--- config.mk ---
export PLATFORM = sky130hd
export DESIGN_NAME = limited_word_replace_stream_unit
export DESIGN_NICKNAME = d
export VERILOG_FILES = /design/src/rtl/lwr_pkg.sv /design/src/rtl/limited_word_replace_stream_unit.sv /design/src/rtl/lwr_ctrl.sv /design/src/rtl/lwr_dp.sv /design/src/rtl/lwr_out.sv
export SDC_FILE = /design/constraint.sdc
export NUM_CORES = 1
export LEC_CHECK = 0
export BUFFER_PORTS_ARGS = -buffer_cell sky130_fd_sc_hd__buf_2
export CAP_MARGIN = 40
export CORE_UTILIZATION = 61
export CTS_CLUSTER_SIZE = 28
export DETAILED_ROUTE_END_ITERATION = 8
export MAX_ROUTING_LAYER = met4
export PLACE_DENSITY = 0.85
export SYNTH_ARGS = -nofsm -noshare
export SYNTH_HDL_FRONTEND = slang
export SYNTH_SLANG_ARGS = --single-unit
export TNS_END_PERCENT = 5
--- constraint.sdc ---
create_clock -name clock -period 6.8 [get_ports clock]
set_input_delay 0.34 -clock clock [delete_from_list [all_inputs] [get_ports clock]]
set_output_delay 0.34 -clock clock [all_outputs]
set_load 0.1 [all_outputs]
--- src/rtl/lwr_pkg.sv ---
`timescale 1ns / 1ps
// ----------------------------------------------------------------------------
// lwr_pkg
// Shared types and constants of the limited word replace stream unit.
// ----------------------------------------------------------------------------
package lwr_pkg;

   localparam int CSR_ADDR_WIDTH = 3;
   localparam int CSR_DATA_WIDTH = 64;
   localparam int CHAR_WIDTH     = 8;
   localparam int PLEN_WIDTH     = 4;
   localparam int RLEN_WIDTH     = 5;
   localparam int LIMIT_REG_WIDTH = 17;

   typedef enum logic [CSR_ADDR_WIDTH-1:0] {
      REG_PATTERN_BYTES   = 3'd0,
      REG_PATTERN_LEN     = 3'd1,
      REG_REPLACEMENT_LO  = 3'd2,
      REG_REPLACEMENT_HI  = 3'd3,
      REG_REPLACEMENT_LEN = 3'd4,
      REG_REPLACE_LIMIT   = 3'd5
   } csr_index_type;

   typedef enum logic [2:0] {
      ST_IDLE,
      ST_SCAN,
      ST_PASS,
      ST_REPL,
      ST_END,
      ST_TERM,
      ST_FIN
   } state_type;

   typedef enum logic [1:0] {
      SEL_QUEUE,
      SEL_REPL,
      SEL_TERM
   } emit_sel_type;

   typedef struct packed {
      logic         load;
      logic         shift;
      logic         emit;
      emit_sel_type sel;
      logic         rep_step;
      logic         count_inc;
      logic         clear_q;
      logic         clear_count;
      logic         finish;
   } dp_cmd_type;

   typedef struct packed {
      logic bypass;
      logic match_full;
      logic match_part;
      logic qn_one;
      logic qn_zero;
      logic eos;
      logic rep_last;
      logic rlen_zero;
   } dp_status_type;

   typedef struct packed {
      logic                  emit;
      logic                  finish;
      logic [CHAR_WIDTH-1:0] ch;
      logic                  term;
   } out_cmd_type;

endpackage

--- src/rtl/limited_word_replace_stream_unit.sv ---
`timescale 1ns / 1ps
// ----------------------------------------------------------------------------
// limited_word_replace_stream_unit
// Streaming find-and-replace of a short match word in a byte string.
// ----------------------------------------------------------------------------
// Each request carries one text byte; tlast marks the last byte of a string.
// Results are bytes on rsp_tdata, with rsp_tuser set on the terminator that
// closes each string and rsp_tlast set on the last result of each request
// (a request that only extends a partial match gives no result). A byte
// dropped from the match buffer on a mismatch leaves straight from the scan
// state. The controller emits one byte per cycle while the output side has
// room, through a one-deep hold slot into the response register, and a new
// request is taken only once the previous one is wrapped up. Configuration
// registers must be written only while idle; the block itself does not
// enforce this.
// ----------------------------------------------------------------------------
module limited_word_replace_stream_unit
   import lwr_pkg::*;
#(
   parameter int PATTERN_MAX     = 8,
   parameter int REPLACEMENT_MAX = 16,
   parameter int LIMIT_WIDTH     = 16
) (
   input  logic                      clock,
   input  logic                      reset,
   // configuration write port
   input  logic                      csr_we,
   input  logic [CSR_ADDR_WIDTH-1:0] csr_addr,
   input  logic [CSR_DATA_WIDTH-1:0] csr_wdata,
   // request channel
   input  logic                      req_tvalid,
   output logic                      req_tready,
   input  logic [7:0]                req_tdata,   // [7:0] in_char
   input  logic                      req_tlast,   // end_of_string
   // response channel
   output logic                      rsp_tvalid,
   input  logic                      rsp_tready,
   output logic [7:0]                rsp_tdata,   // [7:0] out_char
   output logic                      rsp_tuser,   // [0] is_terminator
   output logic                      rsp_tlast    // last_of_run
);

   dp_cmd_type            cmd;
   dp_status_type         st;
   out_cmd_type           ocmd;
   logic                  slot_ready;
   logic [CHAR_WIDTH-1:0] emit_char;
   logic                  emit_term;

   lwr_ctrl u_ctrl (
      .clock      (clock),
      .reset      (reset),
      .req_tvalid (req_tvalid),
      .req_tready (req_tready),
      .st         (st),
      .slot_ready (slot_ready),
      .cmd        (cmd)
   );

   lwr_dp #(
      .PATTERN_MAX     (PATTERN_MAX),
      .REPLACEMENT_MAX (REPLACEMENT_MAX),
      .LIMIT_WIDTH     (LIMIT_WIDTH)
   ) u_dp (
      .clock     (clock),
      .reset     (reset),
      .csr_we    (csr_we),
      .csr_addr  (csr_addr),
      .csr_wdata (csr_wdata),
      .in_char   (req_tdata),
      .in_eos    (req_tlast),
      .cmd       (cmd),
      .st        (st),
      .emit_char (emit_char),
      .emit_term (emit_term)
   );

   always_comb begin
      ocmd.emit   = cmd.emit;
      ocmd.finish = cmd.finish;
      ocmd.ch     = emit_char;
      ocmd.term   = emit_term;
   end

   lwr_out u_out (
      .clock      (clock),
      .reset      (reset),
      .ocmd       (ocmd),
      .slot_ready (slot_ready),
      .rsp_tvalid (rsp_tvalid),
      .rsp_tready (rsp_tready),
      .rsp_tdata  (rsp_tdata),
      .rsp_tuser  (rsp_tuser),
      .rsp_tlast  (rsp_tlast)
   );

endmodule

--- src/rtl/lwr_ctrl.sv ---
`timescale 1ns / 1ps
// ----------------------------------------------------------------------------
// lwr_ctrl
// Controller: walks one request through scan, pass, replace, flush and
// terminator steps, one result per cycle when the output side has room.
// ----------------------------------------------------------------------------
module lwr_ctrl
   import lwr_pkg::*;
(
   input  logic          clock,
   input  logic          reset,
   input  logic          req_tvalid,
   output logic          req_tready,
   input  dp_status_type st,
   input  logic          slot_ready,
   output dp_cmd_type    cmd
);

   state_type state_ff, state_in;

   always_ff @(posedge clock) begin
      if (reset) begin
         state_ff <= ST_IDLE;
      end else begin
         state_ff <= state_in;
      end
   end

   always_comb begin
      state_in   = state_ff;
      req_tready = 1'b0;
      cmd        = '0;
      cmd.sel    = SEL_QUEUE;
      case (state_ff)
         ST_IDLE: begin
            req_tready = 1'b1;
            if (req_tvalid) begin
               cmd.load = 1'b1;
               state_in = ST_SCAN;
            end
         end
         ST_SCAN: begin
            if (st.bypass) begin
               state_in = ST_PASS;
            end else if (st.match_full) begin
               cmd.count_inc = 1'b1;
               cmd.clear_q   = 1'b1;
               state_in      = st.rlen_zero ? ST_END : ST_REPL;
            end else if (st.match_part) begin
               state_in = ST_END;
            end else if (slot_ready) begin
               // mismatch: release oldest byte, rescan from the next
               cmd.emit  = 1'b1;
               cmd.shift = 1'b1;
               if (st.qn_one) begin
                  state_in = ST_END;
               end
            end
         end
         ST_PASS: begin
            if (slot_ready) begin
               cmd.emit  = 1'b1;
               cmd.shift = 1'b1;
               if (st.qn_one) begin
                  state_in = ST_END;
               end
            end
         end
         ST_REPL: begin
            if (slot_ready) begin
               cmd.emit     = 1'b1;
               cmd.sel      = SEL_REPL;
               cmd.rep_step = 1'b1;
               if (st.rep_last) begin
                  state_in = ST_END;
               end
            end
         end
         ST_END: begin
            if (!st.eos) begin
               state_in = ST_FIN;
            end else if (st.qn_zero) begin
               state_in = ST_TERM;
            end else begin
               state_in = ST_PASS;
            end
         end
         ST_TERM: begin
            if (slot_ready) begin
               cmd.emit        = 1'b1;
               cmd.sel         = SEL_TERM;
               cmd.clear_q     = 1'b1;
               cmd.clear_count = 1'b1;
               state_in        = ST_FIN;
            end
         end
         ST_FIN: begin
            if (slot_ready) begin
               cmd.finish = 1'b1;
               state_in   = ST_IDLE;
            end
         end
         default: begin
            state_in = ST_IDLE;
         end
      endcase
   end

endmodule

--- src/rtl/lwr_dp.sv ---
`timescale 1ns / 1ps
// ----------------------------------------------------------------------------
// lwr_dp
// Datapath: configuration registers, byte queue with match compare,
// replacement index and replacement counter.
// ----------------------------------------------------------------------------
module lwr_dp
   import lwr_pkg::*;
#(
   parameter int PATTERN_MAX     = 8,
   parameter int REPLACEMENT_MAX = 16,
   parameter int LIMIT_WIDTH     = 16
) (
   input  logic                      clock,
   input  logic                      reset,
   input  logic                      csr_we,
   input  logic [CSR_ADDR_WIDTH-1:0] csr_addr,
   input  logic [CSR_DATA_WIDTH-1:0] csr_wdata,
   input  logic [CHAR_WIDTH-1:0]     in_char,
   input  logic                      in_eos,
   input  dp_cmd_type                cmd,
   output dp_status_type             st,
   output logic [CHAR_WIDTH-1:0]     emit_char,
   output logic                      emit_term
);

   localparam int QNW = $clog2(PATTERN_MAX + 1);
   localparam int RIW = $clog2(REPLACEMENT_MAX + 1);
   localparam int CW  = (LIMIT_WIDTH > 16) ? LIMIT_WIDTH : 16;

   // configuration
   logic [63:0]                  pattern_bytes_ff, pattern_bytes_in;
   logic [PLEN_WIDTH-1:0]        pattern_len_ff, pattern_len_in;
   logic [63:0]                  replacement_lo_ff, replacement_lo_in;
   logic [63:0]                  replacement_hi_ff, replacement_hi_in;
   logic [RLEN_WIDTH-1:0]        replacement_len_ff, replacement_len_in;
   logic [LIMIT_REG_WIDTH-1:0]   replace_limit_ff, replace_limit_in;

   // working state
   logic [CHAR_WIDTH-1:0]  q_ff [PATTERN_MAX];
   logic [CHAR_WIDTH-1:0]  q_in [PATTERN_MAX];
   logic [CHAR_WIDTH-1:0]  q_next_lane [PATTERN_MAX];
   logic [PATTERN_MAX-1:0] lane_ok;
   logic [QNW-1:0]         qn_ff, qn_in;
   logic                   eos_ff, eos_in;
   logic [RIW-1:0]         rep_idx_ff, rep_idx_in;
   logic [LIMIT_WIDTH-1:0] done_ff, done_in;

   logic [QNW-1:0]         plen_eff;
   logic [RIW-1:0]         rlen_eff;
   logic [127:0]           rep_all;
   logic                   limit_ok;
   logic                   match_all;
   logic [CW-1:0]          done_ext;
   logic [CW-1:0]          limit_ext;

   csr_index_type csr_idx;
   assign csr_idx = csr_index_type'(csr_addr);

   always_comb begin
      pattern_bytes_in   = pattern_bytes_ff;
      pattern_len_in     = pattern_len_ff;
      replacement_lo_in  = replacement_lo_ff;
      replacement_hi_in  = replacement_hi_ff;
      replacement_len_in = replacement_len_ff;
      replace_limit_in   = replace_limit_ff;
      if (csr_we) begin
         case (csr_idx)
            REG_PATTERN_BYTES:   pattern_bytes_in   = csr_wdata;
            REG_PATTERN_LEN:     pattern_len_in     = csr_wdata[PLEN_WIDTH-1:0];
            REG_REPLACEMENT_LO:  replacement_lo_in  = csr_wdata;
            REG_REPLACEMENT_HI:  replacement_hi_in  = csr_wdata;
            REG_REPLACEMENT_LEN: replacement_len_in = csr_wdata[RLEN_WIDTH-1:0];
            REG_REPLACE_LIMIT:   replace_limit_in   = csr_wdata[LIMIT_REG_WIDTH-1:0];
            default: ;
         endcase
      end
   end

   // effective lengths, clamped to the storage sizes
   assign plen_eff = (pattern_len_ff > PLEN_WIDTH'(PATTERN_MAX)) ?
                     QNW'(PATTERN_MAX) : QNW'(pattern_len_ff);
   assign rlen_eff = (replacement_len_ff > RLEN_WIDTH'(REPLACEMENT_MAX)) ?
                     RIW'(REPLACEMENT_MAX) : RIW'(replacement_len_ff);
   assign rep_all  = {replacement_hi_ff, replacement_lo_ff};

   // negative limit means unlimited
   assign done_ext  = CW'(done_ff);
   assign limit_ext = CW'(replace_limit_ff[15:0]);
   assign limit_ok  = replace_limit_ff[LIMIT_REG_WIDTH-1] || (done_ext < limit_ext);

   genvar gi;
   generate
      for (gi = 0; gi < PATTERN_MAX; gi++) begin : g_lane
         if (gi < PATTERN_MAX - 1) begin : g_mid
            assign q_next_lane[gi] = q_ff[gi+1];
         end else begin : g_top
            assign q_next_lane[gi] = q_ff[gi];
         end

         // lanes at or past the fill level always agree
         assign lane_ok[gi] = (QNW'(gi) >= qn_ff) ||
                              (q_ff[gi] == pattern_bytes_ff[8*gi +: 8]);

         always_comb begin
            q_in[gi] = q_ff[gi];
            if (cmd.load && (qn_ff == QNW'(gi))) begin
               q_in[gi] = in_char;
            end else if (cmd.shift) begin
               q_in[gi] = q_next_lane[gi];
            end
         end

         always_ff @(posedge clock) begin
            q_ff[gi] <= q_in[gi];
         end
      end
   endgenerate

   assign match_all = &lane_ok;

   always_comb begin
      qn_in      = qn_ff;
      eos_in     = eos_ff;
      rep_idx_in = rep_idx_ff;
      done_in    = done_ff;
      if (cmd.load) begin
         qn_in      = qn_ff + QNW'(1);
         eos_in     = in_eos;
         rep_idx_in = '0;
      end
      if (cmd.shift) begin
         qn_in = qn_ff - QNW'(1);
      end
      if (cmd.clear_q) begin
         qn_in = '0;
      end
      if (cmd.rep_step) begin
         rep_idx_in = rep_idx_ff + RIW'(1);
      end
      if (cmd.count_inc && (done_ff != '1)) begin
         done_in = done_ff + LIMIT_WIDTH'(1);
      end
      if (cmd.clear_count) begin
         done_in = '0;
         eos_in  = 1'b0;
      end
   end

   always_ff @(posedge clock) begin
      if (reset) begin
         pattern_bytes_ff   <= '0;
         pattern_len_ff     <= '0;
         replacement_lo_ff  <= '0;
         replacement_hi_ff  <= '0;
         replacement_len_ff <= '0;
         replace_limit_ff   <= '1;
         qn_ff              <= '0;
         eos_ff             <= 1'b0;
         rep_idx_ff         <= '0;
         done_ff            <= '0;
      end else begin
         pattern_bytes_ff   <= pattern_bytes_in;
         pattern_len_ff     <= pattern_len_in;
         replacement_lo_ff  <= replacement_lo_in;
         replacement_hi_ff  <= replacement_hi_in;
         replacement_len_ff <= replacement_len_in;
         replace_limit_ff   <= replace_limit_in;
         qn_ff              <= qn_in;
         eos_ff             <= eos_in;
         rep_idx_ff         <= rep_idx_in;
         done_ff            <= done_in;
      end
   end

   always_comb begin
      st.bypass     = (plen_eff == '0) || (qn_ff > plen_eff) || !limit_ok;
      st.match_full = match_all && (qn_ff == plen_eff);
      st.match_part = match_all && (qn_ff < plen_eff);
      st.qn_one     = (qn_ff == QNW'(1));
      st.qn_zero    = (qn_ff == '0);
      st.eos        = eos_ff;
      st.rep_last   = (rep_idx_ff == rlen_eff - RIW'(1));
      st.rlen_zero  = (rlen_eff == '0);
   end

   always_comb begin
      emit_term = 1'b0;
      case (cmd.sel)
         SEL_QUEUE: emit_char = q_ff[0];
         SEL_REPL:  emit_char = rep_all[8*rep_idx_ff +: 8];
         SEL_TERM: begin
            emit_char = '0;
            emit_term = 1'b1;
         end
         default:   emit_char = q_ff[0];
      endcase
   end

endmodule

--- src/rtl/lwr_out.sv ---
`timescale 1ns / 1ps
// ----------------------------------------------------------------------------
// lwr_out
// Result stage: a one-deep hold slot that learns whether a byte is the last
// of its request, followed by the registered response channel.
// ----------------------------------------------------------------------------
module lwr_out
   import lwr_pkg::*;
(
   input  logic                  clock,
   input  logic                  reset,
   input  out_cmd_type           ocmd,
   output logic                  slot_ready,
   output logic                  rsp_tvalid,
   input  logic                  rsp_tready,
   output logic [CHAR_WIDTH-1:0] rsp_tdata,
   output logic                  rsp_tuser,
   output logic                  rsp_tlast
);

   logic                  hold_valid_ff, hold_valid_in;
   logic [CHAR_WIDTH-1:0] hold_char_ff, hold_char_in;
   logic                  hold_term_ff, hold_term_in;
   logic                  rsp_valid_ff, rsp_valid_in;
   logic [CHAR_WIDTH-1:0] rsp_char_ff, rsp_char_in;
   logic                  rsp_term_ff, rsp_term_in;
   logic                  rsp_last_ff, rsp_last_in;
   logic                  out_free;
   logic                  push;

   assign out_free   = !rsp_valid_ff || rsp_tready;
   assign slot_ready = !hold_valid_ff || out_free;
   assign push       = hold_valid_ff && (ocmd.emit || ocmd.finish);

   always_comb begin
      hold_valid_in = hold_valid_ff;
      hold_char_in  = hold_char_ff;
      hold_term_in  = hold_term_ff;
      rsp_valid_in  = rsp_valid_ff;
      rsp_char_in   = rsp_char_ff;
      rsp_term_in   = rsp_term_ff;
      rsp_last_in   = rsp_last_ff;
      if (push) begin
         // the held byte is last only when the request finishes behind it
         rsp_valid_in = 1'b1;
         rsp_char_in  = hold_char_ff;
         rsp_term_in  = hold_term_ff;
         rsp_last_in  = ocmd.finish;
      end else if (rsp_tready) begin
         rsp_valid_in = 1'b0;
      end
      if (ocmd.emit) begin
         hold_valid_in = 1'b1;
         hold_char_in  = ocmd.ch;
         hold_term_in  = ocmd.term;
      end else if (ocmd.finish) begin
         hold_valid_in = 1'b0;
      end
   end

   always_ff @(posedge clock) begin
      if (reset) begin
         hold_valid_ff <= 1'b0;
         rsp_valid_ff  <= 1'b0;
      end else begin
         hold_valid_ff <= hold_valid_in;
         rsp_valid_ff  <= rsp_valid_in;
      end
   end

   always_ff @(posedge clock) begin
      hold_char_ff <= hold_char_in;
      hold_term_ff <= hold_term_in;
      rsp_char_ff  <= rsp_char_in;
      rsp_term_ff  <= rsp_term_in;
      rsp_last_ff  <= rsp_last_in;
   end

   assign rsp_tvalid = rsp_valid_ff;
   assign rsp_tdata  = rsp_char_ff;
   assign rsp_tuser  = rsp_term_ff;
   assign rsp_tlast  = rsp_last_ff;

   a_emit_has_room : assert property (@(posedge clock) disable iff (reset)
      ocmd.emit |-> slot_ready)
      else $error("byte emitted while hold slot and response are both full");

   a_finish_has_room : assert property (@(posedge clock) disable iff (reset)
      ocmd.finish |-> slot_ready)
      else $error("request finished while response is blocked");

   a_emit_finish_apart : assert property (@(posedge clock) disable iff (reset)
      !(ocmd.emit && ocmd.finish))
      else $error("emit and finish in the same cycle");

   a_term_is_last : assert property (@(posedge clock) disable iff (reset)
      (rsp_tvalid && rsp_tuser) |-> rsp_tlast)
      else $error("terminator not marked as last of its request");

endmodule

==> run summary <==
The flow ran to the end, and the final reports show no timing, DRC or antenna violations. Hold is met by 86.50 ps. The largest fanout on the critical path came out at 8. The post-route netlist has 15.79% of its cells at a drive strength greater than 1. The share of power burned in the clock network is 32.3%. The share of total power in combinational logic came out at 21.0%. For the final routed database, the setup TNS stands at 0 ps. The cell count after synthesis came out at 1601.

The area added between synthesis and finish is 11.56%. The switching component of the power is 1.655 mW. The setup-violating endpoint count in the final report came out at 0.

The number of antenna violations at the first check in global routing was 2. The mean post-synth cell area came out at 9.373 µm². STA classifies the critical path endpoint as a flop. The detailed-route vias per instance is 6.141. TritonCTS built the clock tree. The number of buffers added to fix hold violations after cts is 0. The number of design-rule violations left by the first detailed-router iteration came out at 1333.

In this run the standard cell core region covers 24250 µm². The width of the chip is 158.9 µm. The tree built by TritonCTS fans out to 332 sinks. The area occupied by registers came out at 7478 µm². The number of buffers added by the clock tree synthesis step came out at 34. Yosys printed 0 warnings. On the worst path, the slowest cell contributes a delay of 630 ps. The design internal power is 3.739 mW.

The post-CTS resize count is 0. The maximum number of pins on one net before global-route repair came out at 80. The worst hold path belongs to the class in2reg. The post-route fraction of the period consumed by the critical path came out at 56.46%. The area of the die came out at 25230 µm². In the final routed layout, each cell accounts on average for 20.40 µm. The total global-route track usage is 33.07%. The vertical die dimension came out at 158.9 µm. The leakage power came out at 6.039 nW. Summing every instance area after synthesis gives 15010 µm². In the synthesized netlist the dominant register cell turns out to be sky130_fd_sc_hd__dfxtp_1. The count of standard-cell rows came out at 57. The via count of the first global-routing pass came to 11820. The number of buffers added for setup after CTS came out at 0. After detailed routing, the total wire length is 40750 µm.

The distinct cell type count of the synthesized netlist came out at 58. Across the routed clock network, the largest skew measured is 17.48 ps. The number of max-slew violations in the final report came out at 0. The max-capacitance violation count is 0. The number of top-level pins is 93. The total number of nets in the final design is 1759. After synthesis, the share of flip-flops with an asynchronous set or reset is 0%. The worst-case headroom to the max-slew limit came out at 35.15%. The root buffer cell is sky130_fd_sc_hd__clkbuf_16.

The non-filler instance count after layout is 1998. The source-to-sink clock delay at the later pin of the worst-skew pair came out at 520 ps. Detailed placement finished with a half-perimeter wire length of 27620 µm. Global routing finished with a remaining overflow of 0. The clock slew seen by the registers of the worst setup and hold paths is 60 ps. The worst vdd rail ir drop came out at 205.1 µV. The number of design rule violations left after detail routing came out at 0. The first global-routing pass estimated 63350 µm of wire. The cell type of the slowest stage on the worst timing path is sky130_fd_sc_hd__nor4b_1. The net count of the mapped netlist is 1711. After filler insertion, the fill cell instance count of the layout stands at 1735. The longest clock path from root to sink contains 3 buffers. The number of enable-type register cells in the synthesized netlist is 83. Power spread over the standard cell area amounts to 322.1 nW/µm². The pre-antenna-repair detailed-routing pass consisted of 5 iterations. The count of placed standard cells including taps came out at 1937.

The routed design could run at a clock period as short as 3839 ps. The signal on the critical path passes through xor2_1 -> nor4_1 -> a21oi_1 -> a2111o_1 -> nor4b_1 -> a211oi_1 -> nor2_1 -> nand2_1. Data on the critical path arrives at its endpoint at 4010 ps. The worst-margin pin slew came out at 965.4 ps. The number of failing hold endpoints at the final stage is 0. The initial core utilization came out at 61.89%. The worst path required time came out at 6970 ps. Setup repair after global routing left no endpoint under its margin.

The count of buffers added on input and output ports is 92. The worst setup path is of the reg2reg kind. Routability-driven placement finished with a final weighted congestion of 0.9356. The total via count after detailed routing is 12270. The sequential area share after synthesis came out at 49.82%. The switching share of power is 30.68%.

The number of flip-flops and latches in the synthesized netlist came out at 332. The count of nets left with antenna violations once routing finished came out at 0. Sequential cells burn 46.8% of the power. The deepest level of the CTS H-tree came out at 2. In the final layout, the multi-input gates occupy 7057 µm². The worst setup path is launched from a flop.

For this run, the top clock speed supported by timing is 0.2605 GHz.
-- layout by cell type (no fill, tap or decap), types with 4 or more instances in the layout --
cell                        count
sky130_fd_sc_hd__clkbuf_1      10
sky130_fd_sc_hd__or2_2          4
sky130_fd_sc_hd__nor2b_1       10
sky130_fd_sc_hd__o21ai_0       30
sky130_fd_sc_hd__mux4_2        40
sky130_fd_sc_hd__ha_1          29
sky130_fd_sc_hd__and2_1         4
sky130_fd_sc_hd__a211oi_1       4
sky130_fd_sc_hd__inv_1         34
sky130_fd_sc_hd__nand2b_1      10
sky130_fd_sc_hd__nor4_1        17
sky130_fd_sc_hd__nand2_1      442
sky130_fd_sc_hd__a211o_1       19
sky130_fd_sc_hd__nand4_1       11
sky130_fd_sc_hd__mux2i_1       12
sky130_fd_sc_hd__buf_2         92
sky130_fd_sc_hd__nor3_1        12
sky130_fd_sc_hd__clkinv_2       5
sky130_fd_sc_hd__clkinv_1       4
sky130_fd_sc_hd__a21oi_1      232
sky130_fd_sc_hd__or3_1         12
sky130_fd_sc_hd__edfxtp_1      83
sky130_fd_sc_hd__a31oi_1        5
sky130_fd_sc_hd__o31ai_1        4
sky130_fd_sc_hd__nor2_1        51
sky130_fd_sc_hd__clkbuf_8       4
sky130_fd_sc_hd__buf_4         11
sky130_fd_sc_hd__xor2_1        50
sky130_fd_sc_hd__xnor2_1       22
sky130_fd_sc_hd__nand3_1       14
sky130_fd_sc_hd__clkbuf_16     35
sky130_fd_sc_hd__mux2_2        56
sky130_fd_sc_hd__dfxtp_1      248
-- registers in the layout (all words and copies together) (netlist names), 3 cells and up --
name                     cells
u_dp.replacement_len_ff      5
u_dp.pattern_len_ff          4
u_dp.replacement_lo_ff      64
u_ctrl.state_ff              3
u_dp.rep_idx_ff              5
u_dp.replacement_hi_ff      64
u_dp.pattern_bytes_ff       64
u_dp.qn_ff                   4
u_dp.replace_limit_ff       17
u_out.hold_char_ff           8
u_out.rsp_tdata              8
u_dp.q_ff                   64
u_dp.done_ext               16
-- critical path, delay by kind of cell (launching register included) --
family | cells | cell delay [ps]
compound gates | 3 | 870
xor+xnor | 1 | 170
flops | 1 | 410
simple gates | 4 | 2040
-- area by class of cell --
class | instances | share of cell area, %
Clock buffer | 49 | 5.784
Tap cell | 324 | 2.421
Sequential cell | 332 | 44.67
Antenna cell | 2 | 0.02989
Inverter | 34 | 0.7623
Clock inverter | 10 | 0.2915
Timing Repair Buffer | 108 | 3.894
Multi-Input combinational cell | 1139 | 42.15
-- synthesized netlist by cell type (3+ instances only) --
library cell | n | area (µm²)
sky130_fd_sc_hd__or3_1 | 13 | 81.33
sky130_fd_sc_hd__o21ai_0 | 30 | 150.1
sky130_fd_sc_hd__a31oi_1 | 5 | 31.28
sky130_fd_sc_hd__or2_2 | 4 | 25.02
sky130_fd_sc_hd__ha_1 | 29 | 362.9
sky130_fd_sc_hd__nor4b_1 | 3 | 26.28
sky130_fd_sc_hd__o21a_1 | 3 | 22.52
sky130_fd_sc_hd__clkbuf_1 | 86 | 322.8
sky130_fd_sc_hd__o31a_1 | 3 | 26.28
sky130_fd_sc_hd__nand2_1 | 442 | 1659
sky130_fd_sc_hd__and3_1 | 3 | 18.77
sky130_fd_sc_hd__a21oi_1 | 232 | 1161
sky130_fd_sc_hd__nand2b_1 | 10 | 62.56
sky130_fd_sc_hd__and2_1 | 4 | 25.02
sky130_fd_sc_hd__nor3_1 | 13 | 65.06
sky130_fd_sc_hd__nor2_1 | 54 | 202.7
sky130_fd_sc_hd__o31ai_1 | 4 | 30.03
sky130_fd_sc_hd__a211o_1 | 19 | 166.4
sky130_fd_sc_hd__nand3_1 | 14 | 70.07
sky130_fd_sc_hd__nor2b_1 | 10 | 62.56
sky130_fd_sc_hd__xor2_1 | 50 | 437.9
sky130_fd_sc_hd__mux4_2 | 40 | 900.9
sky130_fd_sc_hd__buf_1 | 8 | 30.03
sky130_fd_sc_hd__mux2i_1 | 12 | 120.1
sky130_fd_sc_hd__inv_1 | 34 | 127.6
sky130_fd_sc_hd__nand4_1 | 11 | 68.82
sky130_fd_sc_hd__nor4_1 | 17 | 106.4
sky130_fd_sc_hd__or4_1 | 3 | 22.52
sky130_fd_sc_hd__a211oi_1 | 4 | 30.03
sky130_fd_sc_hd__edfxtp_1 | 83 | 2492
sky130_fd_sc_hd__xnor2_1 | 22 | 192.7
sky130_fd_sc_hd__dfxtp_1 | 249 | 4985
sky130_fd_sc_hd__mux2_2 | 56 | 630.6
-- routing by layer --
| layer | GRT usage [%] | vias up | wire length [µm] |
|---|---|---|---|
| met2 | 53.43 | 666 | 19460 |
| met4 | 16.87 | 0 | 2061 |
| li1 | - | 5640 | - |
| met1 | 40.34 | 5823 | 15700 |
| met3 | 5.094 | 141 | 3532 |
| met5 | - | - | 0 |
-- power by group through the flow --
stage / clock network (mW) / logic [mW] / registers, mW
floorplan: 0 / 0.817 / 2.50
global placement: 0 / 1.06 / 2.53
detailed placement: 0 / 1.09 / 2.55
CTS: 1.75 / 1.11 / 2.51
global route: 1.83 / 1.21 / 2.54
finish: 1.74 / 1.13 / 2.52
-- stage by stage --
step	total power [mW]	setup WS, ps	instance area [µm²]	util (%)
after floorplan	3.321	2305	15010	-
after global placement	3.589	3329	15620	64.41
after detailed placement	3.644	3098	15720	64.83
after CTS	5.370	3059	16740	69.02
after global routing	5.578	2658	16740	69.05
final	5.393	2961	16740	69.05
-- kinds of logic (layout without fill, tap and decap cells) --
group	after synthesis	after routing	share of synthesized area [%]
flip-flops	332	332	49.82
XOR/XNOR	72	72	4.202
AO/OA/AOI/OAI	320	320	12.03
other	0	2	0
multiplexers	108	108	11.01
adder cells (fa/ha/maj)	29	29	2.418
AND/OR/NAND/NOR	610	610	17.21
buffers and inverters	130	201	3.310
-- path summary, 6_finish.rpt --
kind / start / to / slack [ps] / cells after the start
hold reg to reg: u_out.hold_char_ff[4]$_DFFE_PP_ / u_out.rsp_tdata[4]$_DFFE_PP_ / 420 / 0
setup / recovery: u_dp.q_ff[1][13]$_DFFE_PP_ / u_dp.q_ff[1][23]$_DFFE_PP_ / 2960 / 8
setup reg to reg: u_dp.q_ff[1][13]$_DFFE_PP_ / u_dp.q_ff[1][23]$_DFFE_PP_ / 2960 / 8
hold / removal: req_tlast / u_dp.eos_ff$_SDFFE_PP0P_ / 90 / 3
No activity file was read; power rests on OpenSTA's default activity.
